==> config.mk <==
export PLATFORM = sky130hd
export DESIGN_NAME = mwo_queue
export DESIGN_NICKNAME = d
export VERILOG_FILES = /design/src/mwo_queue.sv
export SDC_FILE = /design/constraint.sdc
export NUM_CORES = 1
export LEC_CHECK = 0
export BUFFER_PORTS_ARGS = -buffer_cell sky130_fd_sc_hd__buf_2
export CAP_MARGIN = 20
export CORE_MARGIN = 3
export CORE_UTILIZATION = 56
export CTS_BUF_LIST = sky130_fd_sc_hd__clkbuf_4 sky130_fd_sc_hd__clkbuf_8
export CTS_CLUSTER_DIAMETER = 150
export DETAILED_ROUTE_END_ITERATION = 8
export PLACE_DENSITY = 0.95
export SLEW_MARGIN = 25
export SYNTH_ARGS = -nofsm -noshare
export SYNTH_HDL_FRONTEND = slang
export SYNTH_SLANG_ARGS = --single-unit
export TNS_END_PERCENT = 100
==> constraint.sdc <==
create_clock -name clock -period 4.1 [get_ports clock]
set_clock_uncertainty 0.2 [all_clocks]
set_input_delay 0.205 -clock clock [delete_from_list [all_inputs] [get_ports clock]]
set_output_delay 0.205 -clock clock [all_outputs]
set_load 0.02 [all_outputs]
==> src/mwo_queue.sv <==
`default_nettype none

module mwo_queue #(
   parameter int WIDTH = 8,
   parameter int DEPTH = 2
) (
   input  wire              clock,
   input  wire              reset,
   input  wire              push,
   input  wire  [WIDTH-1:0] push_data,
   output logic             full,
   input  wire              pop,
   output logic             valid,
   output logic [WIDTH-1:0] head
);

   localparam int PTR_W = (DEPTH > 1) ? $clog2(DEPTH) : 1;
   localparam int CNT_W = $clog2(DEPTH + 1);

   logic [WIDTH-1:0] mem_ff [DEPTH];
   logic [PTR_W-1:0] wr_ptr_ff, wr_ptr_in;
   logic [PTR_W-1:0] rd_ptr_ff, rd_ptr_in;
   logic [CNT_W-1:0] count_ff, count_in;

   assign full  = (count_ff == CNT_W'(DEPTH));
   assign valid = (count_ff != '0);
   assign head  = mem_ff[rd_ptr_ff];

   // pointer and fill count
   always_comb begin
      wr_ptr_in = wr_ptr_ff;
      rd_ptr_in = rd_ptr_ff;
      count_in  = count_ff;
      if (push) begin
         wr_ptr_in = (wr_ptr_ff == PTR_W'(DEPTH - 1)) ? '0 : wr_ptr_ff + 1'b1;
      end
      if (pop) begin
         rd_ptr_in = (rd_ptr_ff == PTR_W'(DEPTH - 1)) ? '0 : rd_ptr_ff + 1'b1;
      end
      if (push && !pop) begin
         count_in = count_ff + 1'b1;
      end else if (pop && !push) begin
         count_in = count_ff - 1'b1;
      end
   end

   always_ff @(posedge clock) begin
      if (reset) begin
         wr_ptr_ff <= '0;
         rd_ptr_ff <= '0;
         count_ff  <= '0;
      end else begin
         wr_ptr_ff <= wr_ptr_in;
         rd_ptr_ff <= rd_ptr_in;
         count_ff  <= count_in;
      end
   end

   // storage
   always_ff @(posedge clock) begin
      if (push) begin
         mem_ff[wr_ptr_ff] <= push_data;
      end
   end

endmodule

`default_nettype wire

==> metrics <==
clock root buffer=clkbuf_4; crit path DAT=1390 ps; first-pass GRT wire length=2.83 mm; CP top delay family=flip-flops; syn_area_per_cell=16.7 um2; post-synthesis cell type count=16; Post-Route WL=1.81 mm; initial core utilization=65.4%; status=complete, no violations; CTS tree=built; vias=521; crit path cell chain=mux2_2, buf_2; register area share after synthesis=73.9%; die area=0.00189 mm2; placed insts=81; Post-Syn Area=786 um2; hpwl dp=973 um; pre-CTS WS=2590 ps; Worst path max stage delay=540 ps; Die Y=43.5 um; endpoints failing hold=0; Setup crit end kind=output pin; vias per cell=5.43; CTS H-tree lvls=1; # rows=12; CP max FO=8; RSZ-0062 raised after global routing=false; fraction of layout cells with a size suffix above 1=42.7%; crit share post-route=43.7%; Final TNS setup=0 ps; final core occ=86.9%; HP Class=input pin to register; ant diodes=0; io pins=22; clk slew on worst S/H paths=100 ps; CP Data Required Time=3690 ps; DRC Markers=0; CP max stage cell=dfxtp_1; DRT iter0 DRCs=18; Synth warnings=0; IO Port Bufs=21; routability cong.=0.672; drt first pass iters=4; Syn Nets=60; Worst VDD drop=0.400 mV; initial antenna violation count=0; CTS Buffer Depth=2; GRT Resource Usage Total=21.6%; wire per inst=18.8 um; vias in the first global route=551; Cell Pwr Density=422 mW/mm2; final net count=96; Max Freq=0.558 GHz; largest net degree at the start of global routing=12; Setup crit start kind=register; PnR worst setup slack=2310 ps; Worst-Margin Slew=750 ps; Lkg Pwr=0.427 nW; clk sink count=21; MaxCap Viol Count=0; area delta synth->final=32.8%; WP buf/inv=1; Overall Power=440 uW; total grt overflow=0; critical path class=register to output pin; Final Setup Violations=0; post-route insts no fill=96; Post-DRT Antenna Nets=0; die extent in x=43.5 um; total CTS buffers=3; Cells after Synth=47; Post-CTS Setup Bufs=0; crit path time final=1790 ps; Worst slew margin=49.9%; Core Region=0.00120 mm2; flops & latches, synth=21; Worst-Skew Late Latency=290 ps; Slew Viols, Final=0
-- repair_timing --
action | 4_1_cts | 5_1_grt
resized for setup | 0 | 0
hold buffers | 11 | 0
endpoints found under the hold margin | 21 | 0
-- stage by stage --
stage	hold WS, ps	cell area (um2)
after floorplan	74.1	786
after global placement	193	903
final	279	1040
after detailed placement	198	903
after global routing	307	1040
after CTS	194	1040
-- kinds of logic after synthesis --
family	Yosys count	share of synthesized area, %
flops	21	73.9
simple gates	9	6.21
mux	8	11.5
xor+xnor	4	4.46
compound gates	2	1.27
buf+inv	2	1.11
fa+ha+maj	1	1.59
-- worst min-delay path, cell delays in order --
cell and delay (ps):
buf_2 120, ha_1 210, xor2_1 100, nor2_1 90
-- routing by layer --
metal  global-route usage, %  part of all wire [%]  vias up
met3                    6.22                   5.5        8
met1                    22.2                    33      244
met2                    40.1                    56       31
met5                       0                     0        -
met4                    9.04                   5.4        0
li1                        -                     -      238
-- flip-flops by register name (all words and copies together), names as in the netlist, named ones only --
name and count:
mem_ff 16, count_ff 2, rd_ptr_ff 1, wr_ptr_ff 1
-- area by class of cell --
| type | instances | area (um2) |
|---|---|---|
| inverters | 1 | 3.75 |
| repair buffers | 32 | 215 |
| multi-input cells | 24 | 196 |
| flip-flops and latches | 21 | 581 |
| fillers | 51 | 158 |
| well taps | 14 | 17.5 |
| clock buffers | 4 | 30.0 |
-- power breakdown --
| part | internal, mW | switching [mW] | total [mW] |
|---|---|---|---|
| clock | 0.0444 | 0.0558 | 0.100 |
| sequential | 0.246 | 0.0105 | 0.256 |
| combinational | 0.0379 | 0.0459 | 0.0839 |
| total | 0.328 | 0.112 | 0.440 |
-- cell usage in the layout (no fill, tap or decap) --
master	Yosys	final
a21oi_1	1	1
and2_1	1	1
and2b_2	1	1
buf_2	1	21
clkbuf_4	0	4
dfxtp_1	5	5
dlygate4sd3_1	0	11
edfxtp_1	16	16
ha_1	1	1
inv_1	1	1
mux2_2	8	8
nor2_1	4	4
nor2b_1	1	1
o21ai_0	1	1
or2_2	1	1
or3_1	1	1
xnor2_1	2	2
xor2_1	2	2
-- Yosys cell counts --
cell type  number  share of area, %
or3_1           1              0.80
and2b_2         1               1.1
or2_2           1              0.80
and2_1          1              0.80
o21ai_0         1              0.64
edfxtp_1       16                61
inv_1           1              0.48
a21oi_1         1              0.64
xnor2_1         2               2.2
nor2b_1         1              0.80
nor2_1          4               1.9
ha_1            1               1.6
buf_2           1              0.64
xor2_1          2               2.2
mux2_2          8                11
dfxtp_1         5                13
-- final timing paths --
| kind | from | endpoint | slack [ps] | depth (start not counted) |
|---|---|---|---|---|
| setup / recovery | register | head[6] | 2310 | 2 |
| hold / removal | push | count_ff[0]$_SDFFE_PP0P_ | 280 | 4 |
| setup reg to reg | wr_ptr_ff$_SDFFE_PP0P_ | mem_ff[0][2]$_DFFE_PP_ | 2590 | 1 |
| hold reg to reg | count_ff[1]$_SDFFE_PP0P_ | count_ff[1]$_SDFFE_PP0P_ | 370 | 2 |
Note: power is estimated with default switching activity, not from simulation.
