## src/mwo_pkg.sv

```systemverilog
`default_nettype none

package mwo_pkg;

   // table geometry defaults
   localparam int WT_FRAME_COUNT   = 8;
   localparam int WT_TABLE_SAMPLES = 256;
   localparam int WT_BANK_COUNT    = 5;
   localparam int WT_MIP_COUNT     = 3;

   // result queue depth, also the number of samples allowed in flight
   localparam int RSP_QUEUE_DEPTH = 4;
   // request queue between front and back
   localparam int JOB_QUEUE_DEPTH = 2;

   // morph position is Q3.12
   localparam int MORPH_FRAC_BITS = 12;

   // mip thresholds: level 0 while inc*48 <= 2^32, level 1 while inc*16 <= 2^32
   localparam logic [32:0] PHASE_ONE  = 33'h1_0000_0000;
   localparam logic [31:0] MIP0_LIMIT = 32'(PHASE_ONE / 48);
   localparam logic [31:0] MIP1_LIMIT = 32'(PHASE_ONE / 16);

   // unity gain in Q1.15
   localparam logic [15:0] LEVEL_UNITY = 16'h8000;
   localparam logic [15:0] LEVEL_RESET = 16'd26214;

   // item kinds
   localparam logic FUNC_LOAD   = 1'b0;
   localparam logic FUNC_SAMPLE = 1'b1;

   // register map
   localparam int          CSR_ADDR_W      = 4;
   localparam logic [1:0]  REG_BANK_SELECT = 2'd0;
   localparam logic [1:0]  REG_MORPH_BASE  = 2'd1;
   localparam logic [1:0]  REG_OUTPUT_LVL  = 2'd2;

   typedef struct packed {
      logic               func;
      logic [1:0]         table_mip;
      logic [2:0]         table_bank;
      logic [2:0]         table_frame;
      logic [7:0]         table_index;
      logic signed [15:0] table_value;
      logic [31:0]        phase_increment;
      logic signed [15:0] morph_offset;
   } mwo_req_type;

   typedef struct packed {
      logic signed [15:0] sample_out;
      logic [1:0]         mip_used;
   } mwo_rsp_type;

   typedef struct packed {
      logic [2:0]  bank_select;
      logic [14:0] morph_base;
      logic [15:0] output_level;
   } mwo_cfg_type;

   // classified work handed from front to back
   typedef struct packed {
      logic        is_load;
      logic [1:0]  mip;
      logic [2:0]  bank;
      logic [3:0]  frame;
      logic [7:0]  index;
      logic [15:0] value;
      logic [11:0] fmix;
      logic [31:0] phase;
   } mwo_job_type;

   typedef enum logic [2:0] {
      SEQ_IDLE,
      SEQ_RD_A0,
      SEQ_RD_A1,
      SEQ_RD_B0,
      SEQ_RD_B1
   } mwo_seq_state_type;

endpackage

`default_nettype wire

```

## src/mwo_front.sv

```systemverilog
`default_nettype none

module mwo_front
   import mwo_pkg::*;
#(
   parameter int FRAME_COUNT   = WT_FRAME_COUNT,
   parameter int TABLE_SAMPLES = WT_TABLE_SAMPLES,
   parameter int BANK_COUNT    = WT_BANK_COUNT,
   parameter int MIP_COUNT     = WT_MIP_COUNT
) (
   input  wire               clock,
   input  wire               reset,
   input  wire               req_valid,
   output logic              req_ready,
   input  mwo_req_type       req_payload,
   input  mwo_cfg_type       cfg,
   output logic              job_push,
   output mwo_job_type       job,
   input  wire               job_full
);

   localparam logic [1:0]  MIP_TOP   = 2'(MIP_COUNT - 1);
   localparam logic [2:0]  BANK_TOP  = 3'(BANK_COUNT - 1);
   localparam int          MORPH_MAX = ((FRAME_COUNT - 1) << MORPH_FRAC_BITS) - 1;

   logic [31:0]        phase_ff, phase_in;
   logic               accept;
   logic               is_sample;
   logic               load_ok;
   logic [1:0]         mip_raw;
   logic [1:0]         mip_sel;
   logic [2:0]         bank_sel;
   logic signed [17:0] morph_sum;
   logic [15:0]        morph_clamped;

   assign req_ready = !job_full;
   assign accept    = req_valid && req_ready;
   assign is_sample = (req_payload.func == FUNC_SAMPLE);

   // a load beyond the table geometry is dropped here
   assign load_ok = (32'(req_payload.table_mip)   < 32'(MIP_COUNT))  &&
                    (32'(req_payload.table_bank)  < 32'(BANK_COUNT)) &&
                    (32'(req_payload.table_frame) < 32'(FRAME_COUNT)) &&
                    (32'(req_payload.table_index) < 32'(TABLE_SAMPLES));

   // mip level from the phase step
   always_comb begin
      if (req_payload.phase_increment <= MIP0_LIMIT) begin
         mip_raw = 2'd0;
      end else if (req_payload.phase_increment <= MIP1_LIMIT) begin
         mip_raw = 2'd1;
      end else begin
         mip_raw = 2'd2;
      end
      mip_sel = (mip_raw > MIP_TOP) ? MIP_TOP : mip_raw;
   end

   // playing bank, held to the last one present
   assign bank_sel = (32'(cfg.bank_select) > 32'(BANK_COUNT - 1)) ? BANK_TOP
                                                                   : cfg.bank_select;

   // morph position, clamped to just under the last frame
   always_comb begin
      morph_sum = $signed({3'b000, cfg.morph_base}) +
                  $signed({{2{req_payload.morph_offset[15]}}, req_payload.morph_offset});
      if (morph_sum < 0) begin
         morph_clamped = '0;
      end else if (morph_sum > $signed(18'(MORPH_MAX))) begin
         morph_clamped = 16'(MORPH_MAX);
      end else begin
         morph_clamped = morph_sum[15:0];
      end
   end

   // build the job beat
   always_comb begin
      job.is_load = !is_sample;
      job.value   = req_payload.table_value;
      job.phase   = phase_ff;
      job.fmix    = morph_clamped[11:0];
      if (is_sample) begin
         job.mip   = mip_sel;
         job.bank  = bank_sel;
         job.frame = morph_clamped[15:12];
         job.index = '0;
      end else begin
         job.mip   = req_payload.table_mip;
         job.bank  = req_payload.table_bank;
         job.frame = {1'b0, req_payload.table_frame};
         job.index = req_payload.table_index;
      end
   end

   assign job_push = accept && (is_sample || load_ok);

   // phase advances once per sample beat
   assign phase_in = (accept && is_sample) ? phase_ff + req_payload.phase_increment
                                           : phase_ff;

   always_ff @(posedge clock) begin
      if (reset) begin
         phase_ff <= '0;
      end else begin
         phase_ff <= phase_in;
      end
   end

endmodule

`default_nettype wire

```

## config.mk

```make
export PLATFORM = sky130hd
export DESIGN_NAME = mwo_front
export DESIGN_NICKNAME = d
export VERILOG_FILES = /design/src/mwo_pkg.sv /design/src/mwo_front.sv
export SDC_FILE = /design/constraint.sdc
export NUM_CORES = 1
export LEC_CHECK = 0
export BUFFER_PORTS_ARGS = -buffer_cell sky130_fd_sc_hd__buf_4
export CAP_MARGIN = 10
export CORE_UTILIZATION = 45
export CTS_BUF_LIST = sky130_fd_sc_hd__clkbuf_4
export DETAILED_ROUTE_END_ITERATION = 10
export PLACE_DENSITY_LB_ADDON = 0.05
export SKIP_LAST_GASP = 1
export SLEW_MARGIN = 20
export SYNTH_ARGS = -nofsm -noshare
export SYNTH_HDL_FRONTEND = slang
export SYNTH_SLANG_ARGS = --single-unit
```

## constraint.sdc

```tcl
create_clock -name clock -period 7.13 [get_ports clock]
set_clock_uncertainty 0.05 [all_clocks]
set_input_delay 1.426 -clock clock [delete_from_list [all_inputs] [get_ports clock]]
set_output_delay 1.426 -clock clock [all_outputs]
set_load 0.005 [all_outputs]
```

==> impl_metrics.ini, run 1 <==
[clocking]
cts_setup_buffers = 0
cts_tree = yes
clk_pin_slew_worst_paths_ns = 0.10
post_cts_resized = 0
clk_latency_ns = 0.35
cts_buffers = 5
clock-root-buffer = clkbuf_4
clkSinkCount = 32
cts-hold-fix-buffers = 0
cts.htree.levels = 2
cts.path.max_buffers = 2

[sta]
post-route-period-util_pct = 80.64
finalSetupTns_ns = 0
tightestPinTransition_ns = 0.5912
drv_slew = 0
finalSetupViolCount = 0
finalCriticalPeriod_ns = 5.750
rsz0062_at_grt = false
fmax_mhz = 173.9
relSlewSlack_pct = 60.38
final_hold_viol_count = 0
setup_slack_ns = 1.380

[power]
ir_drop_v = 0.00007731
p_sw_w = 0.0002331
power_density_nw_per_um2 = 119.4
internal_power_w = 0.0003848
p_comb_share_pct = 50.1
swShare_pct = 37.73
seqPwrFrac_pct = 31.4
clockPowerShare_pct = 18.5
cellLeakagePower_nw = 2.430

[routing]
ant_nets = 0
viasPerCell = 5.722
met2_length_um = 5763
drt_iter0_markers = 142
post-route-drc-count = 0
vias = 4429
drt-pass1-iter-count = 5
routedWlPerCell_um = 15.41
met1_length_um = 5372
dr_wl_met3_um = 550
drt_wl_total_um = 11930
dr.max_layer_used = met4

[run]
maxCapViolCount = 0

[final_layout]
num_antenna_cells = 0
nNetsFinal = 832
layout-drive-gt1-share_pct = 26.43
layout_common_cells = buf_4 (151), nand2_1 (62), a21oi_1 (52)
reg.largest.list = phase_ff: 32 flops
regMostFlops = phase_ff
largest_reg_flops = 32
area_growth_pct = 28.07
layout_commonest_cell = buf_4

[worst_setup_path]
path_class = primary input to output pin
crit_arrival_ns = 4.27
start_kind = primary input
worstPathRequired_ns = 5.65
slowest_delay_ns = 0.50
rrSetupSlack_ns = 4.12
worstReg2RegEnd = phase_ff[28]$_SDFFE_PP0P_
crit_fanout = 14
path_cells = buf_4, ha_1, inv_1, fa_1, nor2b_1, o21a_1, a31o_2, o31ai_4, o21ai_1, nand2b_1, nand4b_1, or3b_2, o2bb2ai_1, buf_4
critical_path_buf_inv_count = 3
cp_top_family = simple AND/OR/NAND/NOR gates
cp.depth = 14
end_kind = output pin
crit_top_cell = buf_4
crit-reg2reg-launch = phase_ff[0]$_SDFFE_PP0P_
reg2regPathDepth = 12
crit_path_top_delay_cell = or3b_2

[global_routing]
grt_pass1_vias = 4348
grt_max_degree = 46
antenna_found_initial = 0
gr-total-overflow = 0
grt_pass1_wl_um = 20080
grt_usage_pct = 25.19

[synth]
ys_seq_elements = 32
synth_nets = 707
ys.flop_type = dfxtp_1
synth-seq-area-share_pct = 15.85
async_flop_share_pct = 0
synth-edff-count = 0
synth_warnings = 0
syn_avg_cell_area_um2 = 7.486
synth_area_um2 = 4043
synth.distinct_cells = 68
netlist_instances = 540

[floorplanning]
dieArea_um2 = 9366
fp.coreArea_um2 = 8721
io_pins = 199
initial_utilization_pct = 46.36
die_h_um = 96.78
die_width_um = 96.78
fp-row-count = 34

[outcome]
status = complete, no violations

[hold_path]
min-delay-start = phase_ff[26]$_SDFFE_PP0P_
whs_endpoint = phase_ff[26]$_SDFFE_PP0P_
hp-class = register to register
hold_depth = 2

[placement]
post-place-ws_ns = 1.370
io_buffers = 149
place.gp.congestion = 0.8840
dpl.hpwl_um = 9566
==> worst min-delay path, stage by stage (launching register included) <==
cell,delay (ns)
dfxtp_1,0.34
nand2_1,0.06
a21oi_1,0.05
==> power by group through the flow <==
stage / registers, W / clock network [W] / logic, W
after floorplan: 0.000197 / 0 / 0.000192
final: 0.000194 / 0.000114 / 0.000309
after detailed placement: 0.000198 / 0 / 0.000308
after global routing: 0.000195 / 0.000124 / 0.000341
after CTS: 0.000194 / 0.000119 / 0.000310
after global placement: 0.000198 / 0 / 0.000304
==> through the flow <==
stage	instance area (µm²)	power, W	hold slack, ns	std cells	utilization, %
after floorplan	4043	0.0003897	0.4144	540	-
after global placement	5121	0.0005016	0.4133	766	58.72
after detailed placement	5121	0.0005065	0.4196	766	58.72
after CTS	5177	0.0006224	0.4339	774	59.37
after global routing	5177	0.0006602	0.4618	774	59.37
final	5177	0.0006179	0.4307	774	59.37
==> Yosys cell counts, drive strengths merged, types with 3 or more instances <==
| master | number | area [µm²] |
|---|---|---|
| dfxtp | 32 | 640.6 |
| nand3 | 16 | 80.08 |
| nand4 | 8 | 50.05 |
| and3 | 10 | 62.56 |
| o31ai | 8 | 92.59 |
| inv | 21 | 78.83 |
| xor2 | 12 | 112.6 |
| nand2 | 62 | 232.7 |
| or4 | 4 | 30.03 |
| nor4 | 11 | 68.82 |
| ha | 46 | 575.6 |
| o2bb2ai | 3 | 26.28 |
| nor2b | 17 | 108.9 |
| nor3 | 12 | 65.06 |
| o211ai | 6 | 45.04 |
| o21bai | 7 | 56.30 |
| nand2b | 7 | 43.79 |
| a211o | 4 | 35.03 |
| a21o | 17 | 127.6 |
| a211oi | 5 | 37.54 |
| or3 | 3 | 18.77 |
| a21oi | 53 | 269.0 |
| xnor2 | 20 | 182.7 |
| nor2 | 31 | 116.4 |
| clkbuf | 14 | 52.55 |
| o21ai | 25 | 125.1 |
| buf | 19 | 142.6 |
| o21a | 23 | 172.7 |
| a31oi | 6 | 37.54 |
| nor4b | 4 | 35.03 |
==> cell type report <==
| type | instances | area [µm²] |
|---|---|---|
| inverters | 21 | 78.83 |
| fillers | 835 | 3543 |
| repair buffers | 151 | 1134 |
| flip-flops and latches | 32 | 640.6 |
| well taps | 108 | 135.1 |
| clock buffers | 6 | 45.04 |
| clock inverters | 2 | 11.26 |
| multi-input cells | 454 | 3133 |
==> layer usage <==
metal	up-vias	global-route usage (%)
li1	2226	-
met1	2045	31.51
met2	132	44.20
met3	26	3.540
met4	0	8.266
met5	-	0
==> cell families after synthesis <==
family	after synthesis	synth area share, %
AND/OR/NAND/NOR	193	24.14
buffers and inverters	54	6.778
other	1	0.09276
AO/OA/AOI/OAI	177	29.84
XOR/XNOR	32	7.304
flip-flops	32	15.85
multiplexers	3	0.7738
adder cells (fa/ha/maj)	48	15.23
==> how the worst max path moves through the flow <==
stage / endpoint / start
2_1_floorplan: job[68] / req_payload[0]
3_3_place_gp: job[68] / req_payload[0]
3_5_place_dp: job[68] / req_payload[0]
4_1_cts: job[68] / req_payload[0]
5_1_grt: job[68] / req_payload[0]
6_report: job[68] / req_payload[0]
(Power assumes the default switching activity.)
==> run 2: changes to the inputs <==
==> constraint.sdc (replaced) <==
create_clock -name clock -period 5.7 [get_ports clock]
set_clock_uncertainty 0.05 [all_clocks]
set_input_delay 1.14 -clock clock [delete_from_list [all_inputs] [get_ports clock]]
set_output_delay 1.14 -clock clock [all_outputs]
set_load 0.005 [all_outputs]
==> impl_metrics.ini, run 2 (synthesis gave the netlist of run 1 again) <==
[worst_setup_path]
path_cells = buf_4, ha_1, inv_1, fa_1, nor2b_1, o21a_1, a31o_2, o31ai_4, o21ai_1, xnor2_1, o31ai_4, o21a_1, buf_4
start_kind = primary input
crit_fanout = 13
slowest_delay_ns = 0.53
end_kind = output pin
crit-reg2reg-launch = phase_ff[0]$_SDFFE_PP0P_
crit_path_top_delay_cell = o31ai_4
rrSetupSlack_ns = 2.66
worstReg2RegEnd = phase_ff[28]$_SDFFE_PP0P_
crit_arrival_ns = 3.77
reg2regPathDepth = 12
crit_path_start = req_payload[0]
critPathCapture = job[40]
path_class = primary input to output pin
worstPathRequired_ns = 4.51

[global_routing]
antenna_found_initial = 0
grt_pass1_wl_um = 20000
grt_usage_pct = 25.25
grt_pass1_vias = 4234
gr-total-overflow = 0
grt_max_degree = 46

[clocking]
clkSinkCount = 32
cts_tree = yes
clk_pin_slew_worst_paths_ns = 0.11
cts-hold-fix-buffers = 0
cts_setup_buffers = 0
cts.path.max_buffers = 2
post_cts_resized = 0
clock-root-buffer = clkbuf_4
cts.htree.levels = 2
clk_latency_ns = 0.36
cts_buffers = 5

[floorplanning]
fp.coreArea_um2 = 8721
fp-row-count = 34
io_pins = 199
dieArea_um2 = 9366
die_width_um = 96.78
die_h_um = 96.78
initial_utilization_pct = 46.36

[routing]
drt-pass1-iter-count = 5
routedWlPerCell_um = 15.61
vias = 4432
drt_wl_total_um = 12100
drt_iter0_markers = 172
post-route-drc-count = 0
viasPerCell = 5.719
ant_nets = 0

[power]
power_density_nw_per_um2 = 149.5
p_sw_w = 0.0002932
p_comb_share_pct = 50.0
power_w = 0.0007752
swShare_pct = 37.82
internal_power_w = 0.0004821
seqPwrFrac_pct = 31.3
cellLeakagePower_nw = 2.435
ir_drop_v = 0.00007802
clockPowerShare_pct = 18.7

[sta]
finalCriticalPeriod_ns = 4.961
rsz0062_at_grt = false
final_hold_viol_count = 0
drv_slew = 0
post-route-period-util_pct = 87.03
finalSetupViolCount = 0
tightestPinTransition_ns = 0.5472
relSlewSlack_pct = 63.52
fmax_mhz = 201.6
finalSetupTns_ns = 0
whs_ns = 0.4290

[final_layout]
num_antenna_cells = 0
layout_commonest_cell = buf_4
largest_reg_flops = 32
nNetsFinal = 833
area_growth_pct = 28.26
reg.largest.list = phase_ff: 32 flops
layout-drive-gt1-share_pct = 26.54
regMostFlops = phase_ff
final_area_um2 = 5185
nFillCells = 839
layout_common_cells = buf_4 (152), nand2_1 (62), a21oi_1 (52)

[placement]
place.gp.congestion = 0.8878
io_buffers = 149
placed_area_um2 = 5129
dpl.hpwl_um = 9687

[run]
maxCapViolCount = 0

[hold_path]
hp-class = register to register
min-delay-start = phase_ff[25]$_SDFFE_PP0P_

[outcome]
status = complete, no violations
==> run 2: per-stage QoR <==
step / worst slack [ns] / utilization [%] / cells
floorplan: 1.239 / - / 540
global placement: 0.7540 / 58.81 / 767
detailed placement: 0.7159 / 58.81 / 767
CTS: 0.7098 / 59.45 / 775
global route: 0.5196 / 59.45 / 775
finish: 0.7392 / 59.45 / 775
==> run 2: routing by layer <==
layer | GRT usage, % | routed length (µm) | vias up
met5 | 0 | 0 | -
met4 | 8.266 | 214 | 0
met3 | 4.263 | 708 | 22
met2 | 43.45 | 5794 | 148
met1 | 31.86 | 5377 | 2037
li1 | - | - | 2225
==> run 2: area by class of cell <==
cell class / count / area, µm² / share of cell area [%]
Multi-Input combinational cell: 454 / 3133 / 60.42
Timing Repair Buffer: 152 / 1141 / 22.01
Sequential cell: 32 / 640.6 / 12.36
Tap cell: 108 / 135.1 / 2.606
Inverter: 21 / 78.83 / 1.520
Clock buffer: 6 / 45.04 / 0.8687
Clock inverter: 2 / 11.26 / 0.2172
==> run 2: critical path: cells and delay by family <==
| family | cells | cell delay [ns] |
|---|---|---|
| fa+ha+maj | 2 | 0.41 |
| xor+xnor | 1 | 0.20 |
| simple gates | 1 | 0.06 |
| buf+inv | 3 | 0.29 |
| compound gates | 6 | 1.66 |
==> run 2: power by group through the flow <==
stage          sequential, W  clock [W]  combinational, W
2_1_floorplan       0.000247          0          0.000241
3_3_place_gp        0.000247          0          0.000381
3_5_place_dp        0.000248          0          0.000387
4_1_cts             0.000243   0.000145          0.000389
5_1_grt             0.000245   0.000154          0.000426
6_report            0.000243   0.000145          0.000388
==> run 2: how the worst min path moves through the flow <==
| stage | to | slack, ns | cells after the start |
|---|---|---|---|
| 6_report | phase_ff[25]$_SDFFE_PP0P_ | 0.43 | 2 |
| 5_1_grt | phase_ff[25]$_SDFFE_PP0P_ | 0.46 | 2 |
| 4_1_cts | phase_ff[25]$_SDFFE_PP0P_ | 0.44 | 2 |
| 3_5_place_dp | phase_ff[25]$_SDFFE_PP0P_ | 0.42 | 2 |
| 3_3_place_gp | phase_ff[17]$_SDFFE_PP0P_ | 0.41 | 2 |
| 2_1_floorplan | phase_ff[4]$_SDFFE_PP0P_ | 0.41 | 2 |
